===== src/slsph_pkg.sv =====
// Shared types and constants for the scrolling level scope with peak hold.
package slsph_pkg;

    localparam int CFG_INDEX_W = 2;
    localparam int CFG_DATA_W  = 8;

    localparam logic [CFG_INDEX_W-1:0] CFG_SCOPE_ENABLE   = 2'd0;
    localparam logic [CFG_INDEX_W-1:0] CFG_SAMPLE_DIVIDE  = 2'd1;
    localparam logic [CFG_INDEX_W-1:0] CFG_DECAY_INTERVAL = 2'd2;

    localparam logic [7:0] SAMPLE_DIVIDE_RESET  = 8'd10;
    localparam logic [7:0] DECAY_INTERVAL_RESET = 8'd5;
    localparam logic [7:0] FLOOR_OFFSET         = 8'd160;

    typedef struct packed {
        logic capture;
        logic count_tick;
        logic sample_read;
        logic sample_write;
        logic decay_start;
        logic decay_step;
        logic render_read;
        logic load_out;
    } ctrl_cmd_t;

    typedef struct packed {
        logic is_render;
        logic tick_live;
        logic sample_due;
        logic decay_due;
        logic decay_done;
        logic out_free;
    } ctrl_stat_t;

endpackage


===== src/scrolling_level_scope_peak_hold_top.sv =====
// Top level of the scrolling level scope with peak hold.
//
//  channel | direction | handshake          | payload
//  --------+-----------+--------------------+----------------------------------------
//  in      | input     | in_valid/in_stall  | kind rssi_raw transmitting floor_valid
//          |           |                    | floor_dbm column
//  out     | output    | out_valid/out_stall| column_pixels
//  cfg     | input     | cfg_write          | cfg_index cfg_data
//
//  A render beat steps through accept, memory read and pixel load into the output register.
//  A tick passes through accept and decode; a sample tick adds a write to the column memory, and
//  a decay pass then walks the column memory (one slot read and at most one written back per cycle).
//  Reset clears the per-slot valid bits at once, so there is no clearing pass; writing
//  scope_enable low does the same.
//  A stalled output holds its render in the output register; the next render waits in the
//  memory read register and stalls the input until the output register is taken.
module scrolling_level_scope_peak_hold_top #(
    parameter int COLUMNS = 128
) (
    input  logic                              clk,
    input  logic                              rst_n,
    input  logic                              cfg_write,
    input  logic [slsph_pkg::CFG_INDEX_W-1:0] cfg_index,
    input  logic [slsph_pkg::CFG_DATA_W-1:0]  cfg_data,
    input  logic                              in_valid,
    output logic                              in_stall,
    input  logic                              kind,
    input  logic [8:0]                        rssi_raw,
    input  logic                              transmitting,
    input  logic                              floor_valid,
    input  logic signed [8:0]                 floor_dbm,
    input  logic [6:0]                        column,
    output logic                              out_valid,
    input  logic                              out_stall,
    output logic [7:0]                        column_pixels
);
    import slsph_pkg::*;

    ctrl_cmd_t  cmd;
    ctrl_stat_t stat;

    slsph_ctrl u_ctrl (
        .clk      (clk),
        .rst_n    (rst_n),
        .in_valid (in_valid),
        .in_stall (in_stall),
        .stat     (stat),
        .cmd      (cmd)
    );

    slsph_dp #(
        .COLUMNS (COLUMNS)
    ) u_dp (
        .clk           (clk),
        .rst_n         (rst_n),
        .cfg_write     (cfg_write),
        .cfg_index     (cfg_index),
        .cfg_data      (cfg_data),
        .kind          (kind),
        .rssi_raw      (rssi_raw),
        .transmitting  (transmitting),
        .floor_valid   (floor_valid),
        .floor_dbm     (floor_dbm),
        .column        (column),
        .cmd           (cmd),
        .stat          (stat),
        .out_stall     (out_stall),
        .out_valid     (out_valid),
        .column_pixels (column_pixels)
    );

    // an accepted beat moves the sequencer out of idle, so the input stalls while it is decoded
    a_busy_after_accept: assert property (@(posedge clk) disable iff (!rst_n)
        (in_valid && !in_stall) |=> in_stall)
        else $error("input taken while previous beat still decoding");

    // a new result only appears through a render load
    a_out_from_load: assert property (@(posedge clk) disable iff (!rst_n)
        $rose(out_valid) |-> $past(cmd.load_out))
        else $error("output valid rose without a render load");

    // decay walk follows its start directly
    a_decay_follows: assert property (@(posedge clk) disable iff (!rst_n)
        cmd.decay_start |=> cmd.decay_step)
        else $error("decay pass did not start walking");

    // the column memory never sees two writers in one cycle
    a_one_writer: assert property (@(posedge clk) disable iff (!rst_n)
        cmd.sample_write |-> !cmd.decay_step)
        else $error("sample write collides with decay walk");

endmodule


===== src/slsph_ctrl.sv =====
// Sequencer: decodes each beat and steps the datapath through render, sample and decay.
module slsph_ctrl (
    input  logic                  clk,
    input  logic                  rst_n,
    input  logic                  in_valid,
    output logic                  in_stall,
    input  slsph_pkg::ctrl_stat_t stat,
    output slsph_pkg::ctrl_cmd_t  cmd
);
    import slsph_pkg::*;

    typedef enum logic [4:0] {
        ST_IDLE   = 5'b00001,
        ST_DECODE = 5'b00010,
        ST_RENDER = 5'b00100,
        ST_SAMPLE = 5'b01000,
        ST_DECAY  = 5'b10000
    } state_t;

    state_t state_reg;
    state_t state_next;

    always_ff @(posedge clk or negedge rst_n)
    begin
        if (!rst_n)
        begin
            state_reg <= ST_IDLE;
        end
        else
        begin
            state_reg <= state_next;
        end
    end

    always_comb
    begin
        cmd        = '0;
        state_next = state_reg;
        unique case (state_reg)
            ST_IDLE:
            begin
                if (in_valid)
                begin
                    cmd.capture = 1'b1;
                    state_next  = ST_DECODE;
                end
            end
            ST_DECODE:
            begin
                if (stat.is_render)
                begin
                    cmd.render_read = 1'b1;
                    state_next      = ST_RENDER;
                end
                else if (stat.tick_live)
                begin
                    cmd.count_tick = 1'b1;
                    if (stat.sample_due)
                    begin
                        cmd.sample_read = 1'b1;
                        state_next      = ST_SAMPLE;
                    end
                    else
                    begin
                        state_next = ST_IDLE;
                    end
                end
                else
                begin
                    state_next = ST_IDLE;
                end
            end
            ST_RENDER:
            begin
                // hold the read data until the output register frees up
                if (stat.out_free)
                begin
                    cmd.load_out = 1'b1;
                    state_next   = ST_IDLE;
                end
            end
            ST_SAMPLE:
            begin
                cmd.sample_write = 1'b1;
                if (stat.decay_due)
                begin
                    cmd.decay_start = 1'b1;
                    state_next      = ST_DECAY;
                end
                else
                begin
                    state_next = ST_IDLE;
                end
            end
            ST_DECAY:
            begin
                cmd.decay_step = 1'b1;
                if (stat.decay_done)
                begin
                    state_next = ST_IDLE;
                end
            end
            default:
            begin
                state_next = ST_IDLE;
            end
        endcase
    end

    assign in_stall = (state_reg != ST_IDLE);

endmodule


===== src/slsph_dp.sv =====
// Datapath: config registers, counters, circular column memory and pixel render.
module slsph_dp #(
    parameter int COLUMNS = 128
) (
    input  logic                              clk,
    input  logic                              rst_n,
    input  logic                              cfg_write,
    input  logic [slsph_pkg::CFG_INDEX_W-1:0] cfg_index,
    input  logic [slsph_pkg::CFG_DATA_W-1:0]  cfg_data,
    input  logic                              kind,
    input  logic [8:0]                        rssi_raw,
    input  logic                              transmitting,
    input  logic                              floor_valid,
    input  logic signed [8:0]                 floor_dbm,
    input  logic [6:0]                        column,
    input  slsph_pkg::ctrl_cmd_t              cmd,
    output slsph_pkg::ctrl_stat_t             stat,
    input  logic                              out_stall,
    output logic                              out_valid,
    output logic [7:0]                        column_pixels
);
    import slsph_pkg::*;

    localparam int AW = $clog2(COLUMNS);
    localparam int WW = AW + 1;
    localparam int SW = ((AW > 7) ? AW : 7) + 1;
    localparam logic [AW-1:0] LAST_ADDR = AW'(COLUMNS - 1);

    // config
    logic       enable_reg;
    logic [7:0] divide_reg;
    logic [7:0] interval_reg;

    // captured beat
    logic       kind_reg;
    logic       tx_reg;
    logic       fvalid_reg;
    logic [7:0] fdbm_reg;
    logic [7:0] level_reg;
    logic [6:0] col_reg;

    // counters and scroll position
    logic [7:0]    tick_reg;
    logic [7:0]    decay_reg;
    logic [7:0]    floor_reg;
    logic [AW-1:0] head_reg;
    logic [WW-1:0] walk_reg;
    logic          pend_reg;
    logic [AW-1:0] waddr_reg;

    // column memory: {level, peak}
    logic [15:0]        mem [COLUMNS];
    logic [15:0]        rd_data_reg;
    logic               rd_valid_reg;
    logic [COLUMNS-1:0] valid_reg;

    logic          out_valid_reg;
    logic [7:0]    pixels_reg;

    logic [7:0]    tick_inc;
    logic [7:0]    decay_inc;
    logic [AW-1:0] newest_addr;
    logic [AW-1:0] head_inc;
    logic [SW-1:0] col_w;
    logic [SW-1:0] col_sum;
    logic [SW-1:0] col_wrap;
    logic          in_range;
    logic [AW-1:0] render_addr;
    logic          walk_live;
    logic [7:0]    cur_level;
    logic [7:0]    cur_peak;
    logic [7:0]    new_peak;
    logic          decay_wr;
    logic          rd_en;
    logic [AW-1:0] rd_addr;
    logic          wr_en;
    logic [AW-1:0] wr_addr;
    logic [15:0]   wr_data;
    logic          clear_all;
    logic [2:0]    sig_h;
    logic [2:0]    peak_h;
    logic [2:0]    nf_h;
    logic [7:0]    pixels_next;

    assign clear_all = cfg_write && (cfg_index == CFG_SCOPE_ENABLE) && !cfg_data[0];

    always_ff @(posedge clk or negedge rst_n)
    begin
        if (!rst_n)
        begin
            enable_reg   <= 1'b0;
            divide_reg   <= SAMPLE_DIVIDE_RESET;
            interval_reg <= DECAY_INTERVAL_RESET;
        end
        else if (cfg_write)
        begin
            unique case (cfg_index)
                CFG_SCOPE_ENABLE:   enable_reg   <= cfg_data[0];
                CFG_SAMPLE_DIVIDE:  divide_reg   <= cfg_data;
                CFG_DECAY_INTERVAL: interval_reg <= cfg_data;
                default:            ;
            endcase
        end
    end

    always_ff @(posedge clk)
    begin
        if (cmd.capture)
        begin
            kind_reg   <= kind;
            tx_reg     <= transmitting;
            fvalid_reg <= floor_valid;
            fdbm_reg   <= floor_dbm[7:0];
            level_reg  <= rssi_raw[8:1];
            col_reg    <= column;
        end
    end

    assign tick_inc    = tick_reg + 8'd1;
    assign decay_inc   = decay_reg + 8'd1;
    assign newest_addr = (head_reg == '0) ? LAST_ADDR : head_reg - AW'(1);
    assign head_inc    = (head_reg == LAST_ADDR) ? '0 : head_reg + AW'(1);

    // logical column -> physical slot, head holds the oldest column
    assign col_w       = SW'(col_reg);
    assign in_range    = col_w < SW'(COLUMNS);
    assign col_sum     = SW'(head_reg) + col_w;
    assign col_wrap    = (col_sum >= SW'(COLUMNS)) ? col_sum - SW'(COLUMNS) : col_sum;
    assign render_addr = col_wrap[AW-1:0];

    assign walk_live = walk_reg < WW'(COLUMNS);

    // entries never written since the last clear read as zero
    assign cur_level = rd_valid_reg ? rd_data_reg[15:8] : 8'd0;
    assign cur_peak  = rd_valid_reg ? rd_data_reg[7:0] : 8'd0;
    assign new_peak  = (level_reg > cur_peak) ? level_reg : cur_peak;
    assign decay_wr  = cmd.decay_step && pend_reg && (cur_peak > cur_level) && (cur_peak != 8'd0);

    always_comb
    begin
        rd_en   = cmd.render_read || cmd.sample_read || (cmd.decay_step && walk_live);
        rd_addr = walk_reg[AW-1:0];
        if (cmd.render_read)
        begin
            rd_addr = render_addr;
        end
        else if (cmd.sample_read)
        begin
            rd_addr = newest_addr;
        end
    end

    always_comb
    begin
        wr_en   = cmd.sample_write || decay_wr;
        wr_addr = waddr_reg;
        wr_data = {cur_level, cur_peak - 8'd1};
        if (cmd.sample_write)
        begin
            wr_addr = head_reg;
            wr_data = {level_reg, new_peak};
        end
    end

    always_ff @(posedge clk)
    begin
        if (wr_en)
        begin
            mem[wr_addr] <= wr_data;
        end
        if (rd_en)
        begin
            rd_data_reg  <= mem[rd_addr];
            rd_valid_reg <= valid_reg[rd_addr];
        end
    end

    always_ff @(posedge clk or negedge rst_n)
    begin
        if (!rst_n)
        begin
            valid_reg <= '0;
        end
        else if (clear_all)
        begin
            valid_reg <= '0;
        end
        else if (wr_en)
        begin
            valid_reg[wr_addr] <= 1'b1;
        end
    end

    always_ff @(posedge clk or negedge rst_n)
    begin
        if (!rst_n)
        begin
            tick_reg  <= '0;
            decay_reg <= '0;
            floor_reg <= '0;
            head_reg  <= '0;
            walk_reg  <= '0;
            pend_reg  <= 1'b0;
            waddr_reg <= '0;
        end
        else
        begin
            if (cmd.sample_read)
            begin
                tick_reg <= '0;
                if (fvalid_reg)
                begin
                    floor_reg <= fdbm_reg + FLOOR_OFFSET;
                end
            end
            else if (cmd.count_tick)
            begin
                tick_reg <= tick_inc;
            end

            if (cmd.sample_write)
            begin
                head_reg  <= head_inc;
                decay_reg <= stat.decay_due ? 8'd0 : decay_inc;
            end

            if (cmd.decay_start)
            begin
                walk_reg <= '0;
                pend_reg <= 1'b0;
            end
            else if (cmd.decay_step)
            begin
                // read slot k while writing back slot k-1
                pend_reg  <= walk_live;
                waddr_reg <= walk_reg[AW-1:0];
                if (walk_live)
                begin
                    walk_reg <= walk_reg + WW'(1);
                end
            end
        end
    end

    assign sig_h  = cur_level[7:5];
    assign peak_h = cur_peak[7:5];
    assign nf_h   = floor_reg[7:5];

    always_comb
    begin
        pixels_next = ~(8'hFF << sig_h);
        if (peak_h > sig_h)
        begin
            pixels_next = pixels_next | (8'd1 << peak_h);
        end
        if ((col_reg[1:0] == 2'd0) && (nf_h != 3'd0))
        begin
            pixels_next = pixels_next | (8'd1 << nf_h);
        end
        if (!in_range)
        begin
            pixels_next = 8'd0;
        end
    end

    always_ff @(posedge clk or negedge rst_n)
    begin
        if (!rst_n)
        begin
            out_valid_reg <= 1'b0;
        end
        else if (cmd.load_out)
        begin
            out_valid_reg <= 1'b1;
        end
        else if (!out_stall)
        begin
            out_valid_reg <= 1'b0;
        end
    end

    always_ff @(posedge clk)
    begin
        if (cmd.load_out)
        begin
            pixels_reg <= pixels_next;
        end
    end

    assign out_valid     = out_valid_reg;
    assign column_pixels = pixels_reg;

    assign stat.is_render  = kind_reg;
    assign stat.tick_live  = enable_reg && !tx_reg;
    assign stat.sample_due = tick_inc >= divide_reg;
    assign stat.decay_due  = decay_inc >= interval_reg;
    assign stat.decay_done = !walk_live;
    assign stat.out_free   = !out_valid_reg || !out_stall;

endmodule

===== config.mk =====
export PLATFORM = sky130hd
export DESIGN_NAME = scrolling_level_scope_peak_hold_top
export DESIGN_NICKNAME = d
export VERILOG_FILES = /design/src/slsph_pkg.sv /design/src/scrolling_level_scope_peak_hold_top.sv /design/src/slsph_ctrl.sv /design/src/slsph_dp.sv
export SDC_FILE = /design/constraint.sdc
export NUM_CORES = 2
export LEC_CHECK = 0
export BUFFER_PORTS_ARGS = -buffer_cell sky130_fd_sc_hd__clkbuf_2
export CORE_MARGIN = 4
export CORE_UTILIZATION = 55
export CTS_CLUSTER_SIZE = 30
export DETAILED_ROUTE_END_ITERATION = 7
export HOLD_SLACK_MARGIN = 0.05
export PLACE_DENSITY = 0.71
export SLEW_MARGIN = 20
export SYNTH_ARGS = -nofsm -noshare
export SYNTH_HDL_FRONTEND = slang
export SYNTH_SLANG_ARGS = --single-unit
export TNS_END_PERCENT = 20

===== constraint.sdc =====
create_clock -name clk -period 9.5 [get_ports clk]
set_input_delay 0.95 -clock clk [delete_from_list [all_inputs] [get_ports clk]]
set_output_delay 0.95 -clock clk [all_outputs]
set_load 0.1 [all_outputs]

After elaboration in Yosys (flattened, before gate mapping)
Memory sizes are Yosys's and may differ from the RTL's. A register that Yosys moved wholly into a read port is not among the register bits.
Cells that the tools add are included.

word-level totals
  RAM bits = 2,048
  bits of input ports = 43
  output and inout port bits = 10
  register bits after elaboration = 233
  memories = 1
  logic and storage cells = 147

memories
  name      words  width  rd ports  clocked after Yosys merged registers in  write ports  RTL line        source
  u_dp.mem  128    16     1         1                                        1            slsph_dp.sv:52  logic [15:0] mem [COLUMNS];

operators by class
  equality and inequality tests = 13
  bitwise logic cells = 5
  shift operators = 3
  order comparisons = 11
  reduce and logical (&&, ||, !) cells = 33
  $add $sub $neg = 9
  multiplexer cells = 51

operators with widths
  kind                                                        count
  2-to-1 mux 128 bit                                          2
  OR 128 bit                                                  1
  2-to-1 mux 8 bit                                            11
  2-to-1 mux 7 bit                                            6
  2-to-1 mux 5 bit                                            6
  one-hot mux 5 bit (5 select lines)                          1
  adder 8 x 1 -> 8 bit, second input constant                 3
  less-than comparator 7 x 8 -> 1 bit, second input constant  3
  2-to-1 mux 1 bit                                            17
  >= comparator 8 bit                                         2
  greater-than comparator 8 bit                               2
  2-to-1 mux 16 bit                                           1
  OR 8 bit                                                    2
  left shift 1 x 3 -> 8 bit, first input constant             2
  subtractor 7 x 1 -> 7 bit, second input constant            2
  AND reduction 2 bit                                         6
  logical AND 1 bit                                           9
  adder 7 x 7 -> 8 bit                                        1
  adder 8 bit, second input constant                          1
  >= comparator 8 bit, second input constant                  1
  less-than comparator 8 bit, second input constant           1
  2-to-1 mux 2 bit                                            4
  NOT 8 bit                                                   1
  nonzero test 2 bit                                          4
  other kinds (27)                                            36

Depth between registers and ports, before layout
  depth after elaboration = 12
  mapped depth = 22
  mapped depth without buffers = 16

By module
From an unflattened synthesis, not the netlist that was laid out.

unflattened totals
  cells, all modules = 6,991
  area total of the unflattened synthesis = 93,633.6 µm²

by module, submodules not included
  module      sequential area each (µm²)  instances  area each (µm²)  cells an instance
  slsph_dp    67,589.8                    1          93,235.7         6,947
  slsph_ctrl  126.4                       1          397.9            44

Worst setup path before layout
OpenSTA, ideal clock, no wires.

  path kind = register to register
  from = register u_dp.rd_valid_reg
  to = memory u_dp.mem[0][5] (data pin)
  period minus slack after synthesis = 8,242 ps
  arrival = 7,046 ps
  slack = 1,258 ps
  setup time = 1,197 ps
  path buffers = 1
  stages on the path, launching flop included = 12
  data required time = 8,303 ps
  cell sequence = edfxtp_1 > clkbuf_1 > nand2_1 > ha_1 > a21o_1 > a21o_1 > a21oi_1 > o21ai_0 > nand2_1 > and2_1 > a21oi_1 > o21ai_0

between the ends
  cells in the longest elaborated chain, start to end = 4
  elaborated cells on any way between the ends = 5
  those cells by class = add/sub: 1; order compare: 1; mux: 3

RTL lines
  what                           RTL line         source
  start, declared                slsph_dp.sv:54   logic rd_valid_reg;
  start signal, assigned         slsph_dp.sv:174  rd_valid_reg <= valid_reg[rd_addr];
  2-to-1 mux 8 bit (*)           slsph_dp.sv:135  assign cur_peak = rd_valid_reg ? rd_data_reg[7:0] : 8'd0;
  greater-than comparator 8 bit  slsph_dp.sv:136  assign new_peak = (level_reg > cur_peak) ? level_reg : cur_peak;
  2-to-1 mux 8 bit               slsph_dp.sv:136
  2-to-1 mux 16 bit (*)          slsph_dp.sv:158  if (cmd.sample_write)
  net u_dp.wr_data[5]            slsph_dp.sv:78   logic [15:0] wr_data;
  end, declared                  slsph_dp.sv:52

Mark *: on every way through the listed nets, which the timed path passes. The rest lies on a longest branch.

Final worst setup path
  from = register u_dp.tick_reg[0]
  to = register u_dp.rd_data_reg[11] (read register of u_dp.mem) (data pin)

between the ends
  cells in the longest elaborated chain, start to end = 8
  elaborated cells on any way between the ends = 10
  those cells by class = add/sub: 1; order compare: 1; mux: 6; reduce/logical: 2

RTL lines
  what                                                  RTL line                          source
  start, declared                                       slsph_dp.sv:43                    logic [7:0] tick_reg;
  start signal, assigned                                slsph_dp.sv:218                   tick_reg <= tick_inc;
  adder 8 x 1 -> 8 bit (*)                              slsph_dp.sv:119                   assign tick_inc = tick_reg + 8'd1;
  >= comparator 8 bit (*)                               slsph_dp.sv:295                   assign stat.sample_due = tick_inc >= divide_reg;
  2-to-1 mux 1 bit (*)                                  slsph_ctrl.sv:58                  if (stat.sample_due)
  2-to-1 mux 2 bit (*)                                  slsph_ctrl.sv:55                  else if (stat.tick_live)
  2-to-1 mux 2 bit (*)                                  slsph_ctrl.sv:50                  if (stat.is_render)
  2-to-1 mux 2 bit (*)                                  slsph_ctrl.sv:39                  unique case (state_reg)
  2-to-1 mux 7 bit or logical OR 1 bit (tied branches)  slsph_dp.sv:147, slsph_dp.sv:141
  2-to-1 mux 7 bit or logical OR 1 bit (tied branches)  slsph_dp.sv:143, slsph_dp.sv:141
  end, declared                                         slsph_dp.sv:53                    logic [15:0] rd_data_reg;

Mark *: on every way between the ends. The rest lies on a longest branch, timed or not.
A chain may end at the register's enable or synchronous reset.

==> impl_metrics.ini <==
[outcome]
status = finished, violations left
violations = design-rule violations

[cells_and_area]
area_growth_pct = 11.3
drive_gt1_share_pct = 10.1
layout_common_cells = edfxtp_1 (2094), nand2_1 (1350), nand3_1 (531)
nets = 7180
final_area_mm2 = 0.105
seq_area_mm2 = 0.0677
final_common_cell = edfxtp_1
fillers = 12300
multi_input_area_mm2 = 0.0243
largest_reg_flops = 2048

[grt]
grt_pass1_wl_mm = 405
grt_pass1_vias = 60800
grt_max_degree = 146
grt_usage_pct = 30.5
antenna_found_initial = 18
overflow = 0

[worst_setup_path]
cp.buffers_inverters = 1
rrSetupSlack_ns = 2.24
slowest_delay_ns = 0.97
reg2reg_depth = 17
cp.depth = 17
path_class = flip-flop to flip-flop
r2r_end = u_dp.rd_data_reg[11]
required_ns = 10.26
r2r-start = u_dp.tick_reg[0]
worstPathCellList = and3_1 -> and3_1 -> and3_1 -> xor2_1 -> ha_1 -> nand2_1 -> o21ai_0 -> a31oi_2 -> buf_4 -> nor2_1 -> o21a_1 -> nor2_4 -> nand2_1 -> o22ai_1 -> nor4_1 -> nand4_1 -> and4b_1
crit_fanout = 17
cp.arrival_ns = 8.02
critical_path.slowest_cell = nor4_1
start_kind = flip-flop
cp_common_cell = and3_1
cp-end-kind = flip-flop
cpLargestDelayFamily = simple AND/OR/NAND/NOR gates

[route]
wl_per_cell_um = 29.3
ant_nets = 0
first_iter_violations = 10400
drt_first_pass_iters = 8
num_vias = 64700
vias_per_cell = 6.80
wl_mm = 279
drc = 2

[worst_hold_path]
worst_hold_path_type = input port to asynchronous set/reset pin

[pwr]
vdd_drop_max_mv = 0.157
p_leak_uw = 0.0371
p_total_uw = 22100
p_per_area_mw_per_mm2 = 211

[sta]
fmax_ghz = 0.138
skew_ns = 0.0524
final_max_slew_viol_count = 0
fin_crit_ns = 7.26
fin_tns_setup_ns = 0
hold_viol = 0
max-slew-margin-rel_pct = 16.2
setup_viol = 0
period_share_pct = 76.4
holdWs_ns = 0.0509
rsz0062_at_grt = false
worst_pin_slew_ns = 1.24

[placed_design]
place_congestion = 0.883
port_buffers = 45
dpl_cell_area_mm2 = 0.0975
dpl.hpwl_mm = 157

[synth]
yosysTopAreaCell = edfxtp_1
synth_warnings = 0
synth_area_mm2 = 0.0941
ys_ff_latch = 2287
synth_fp_nets = 7169
synth_cell_types = 74
synthTopCellsByArea = edfxtp_1 (67%), nand2_1 (5.4%), dfrtp_1 (5.0%), nand3_1 (2.8%), a21oi_1 (2.5%)
syn-instance-count = 7078
ys_async_sr_fraction_pct = 8.44
syn-mean-instance-area_um2 = 13.3
seq_area_frac_synth_pct = 71.9
synth-main-ff-cell = edfxtp_1
synth_top_area_share_pct = 66.8
synth_edf_count = 2094

[cts]
cts_tree = built
cts_sinks = 2287
clockRootBuffer = clkbuf_16
clk_latency_ns = 0.90
cts_buffers = 218
clk_pin_slew_ns = 0.06
post_cts_buffers = 0
cts-htree-levels = 4
cts_hold_buf = 0
post_cts_resized = 0
cts_buffer_depth = 3

[floorplan]
core_mm2 = 0.170
initial_utilization_pct = 55.4
die_w_um = 422
num_io_pins = 53
die_area_mm2 = 0.178
die_y_um = 422
num_rows = 151

[flow_run]
cap_violations = 0
-- metrics by stage --
stage	instances	worst slack, ns	utilization (%)
finish	9514	2.24	61.7
global route	9502	2.20	61.7
CTS	9499	2.48	61.6
detailed placement	9084	2.48	57.4
global placement	9083	2.31	57.4
floorplan	7078	1.26	-
-- per-layer routing --
| layer | GRT usage (%) | vias up | part of all wire [%] |
|---|---|---|---|
| li1 | - | 27300 | - |
| met1 | 41.8 | 32100 | 37 |
| met2 | 45.0 | 4498 | 44 |
| met3 | 8.83 | 737 | 13 |
| met4 | 14.7 | 10 | 5.3 |
| met5 | 0 | - | 0.024 |
-- worst register-to-register path, cell delays in order, from the launching register on --
cell and delay (ns):
dfrtp_1 0.44, and3_1 0.22, and3_1 0.19, and3_1 0.19, xor2_1 0.16, ha_1 0.33
nand2_1 0.08, o21ai_0 0.44, a31oi_2 0.23, buf_4 0.28, nor2_1 0.42, o21a_1 0.89
nor2_4 0.35, nand2_1 0.70, o22ai_1 0.20, nor4_1 0.97, nand4_1 0.65, and4b_1 0.42
-- power by group --
group          internal, µW  total (µW)  switching (µW)
registers             11300       11300            56.1
clock network          4860        8650            3790
logic                   512        2100            1590
total                 16600       22100            5430
-- cell usage after synthesis (all sizes together) (12+ instances only) --
cell,n
dfrtp,188
nor2,206
mux2i,65
a221oi,142
a221o,47
inv,30
nand2,1361
xnor2,21
a31oi,172
nor3,18
o21ai,72
a211oi,54
xor2,12
a32oi,256
o22ai,79
clkbuf,254
ha,47
nand3,532
edfxtp,2094
buf,280
nand3b,17
o31ai,15
a21o,13
nand4,52
o21a,131
a22oi,215
mux2,27
and3,89
nor4,20
a21oi,463
-- worst max-delay path by stage --
stage	from	endpoint	slack, ns
after floorplan	u_dp.rd_valid_reg	u_dp.mem[0][5]	1.26
after global placement	u_dp.tick_reg[0]	u_dp.rd_data_reg[15]	2.31
after detailed placement	u_dp.tick_reg[0]	u_dp.rd_data_reg[1]	2.48
after CTS	u_dp.tick_reg[0]	u_dp.rd_data_reg[1]	2.48
after global routing	u_dp.tick_reg[0]	u_dp.rd_data_reg[15]	2.20
final	u_dp.tick_reg[0]	u_dp.rd_data_reg[11]	2.24
-- kinds of logic after synthesis --
| family | after synthesis | synth area share, % |
|---|---|---|
| AO/OA/AOI/OAI | 1698 | 12.5 |
| XOR/XNOR | 33 | 0.307 |
| adder cells (fa/ha/maj) | 48 | 0.646 |
| buffers and inverters | 564 | 2.69 |
| flip-flops | 2287 | 71.9 |
| multiplexers | 92 | 1.01 |
| AND/OR/NAND/NOR | 2356 | 10.9 |
-- layout make-up --
cell class / instances / share of cell area [%]
Multi-Input combinational cell: 4227 / 23.2
Tap cell: 2218 / 2.65
Clock inverter: 112 / 1.08
Clock buffer: 303 / 5.75
Antenna cell: 12 / 0.0287
Sequential cell: 2287 / 64.6
Inverter: 30 / 0.107
Timing Repair Buffer: 325 / 2.60
Power figures use the tool's default switching activity.
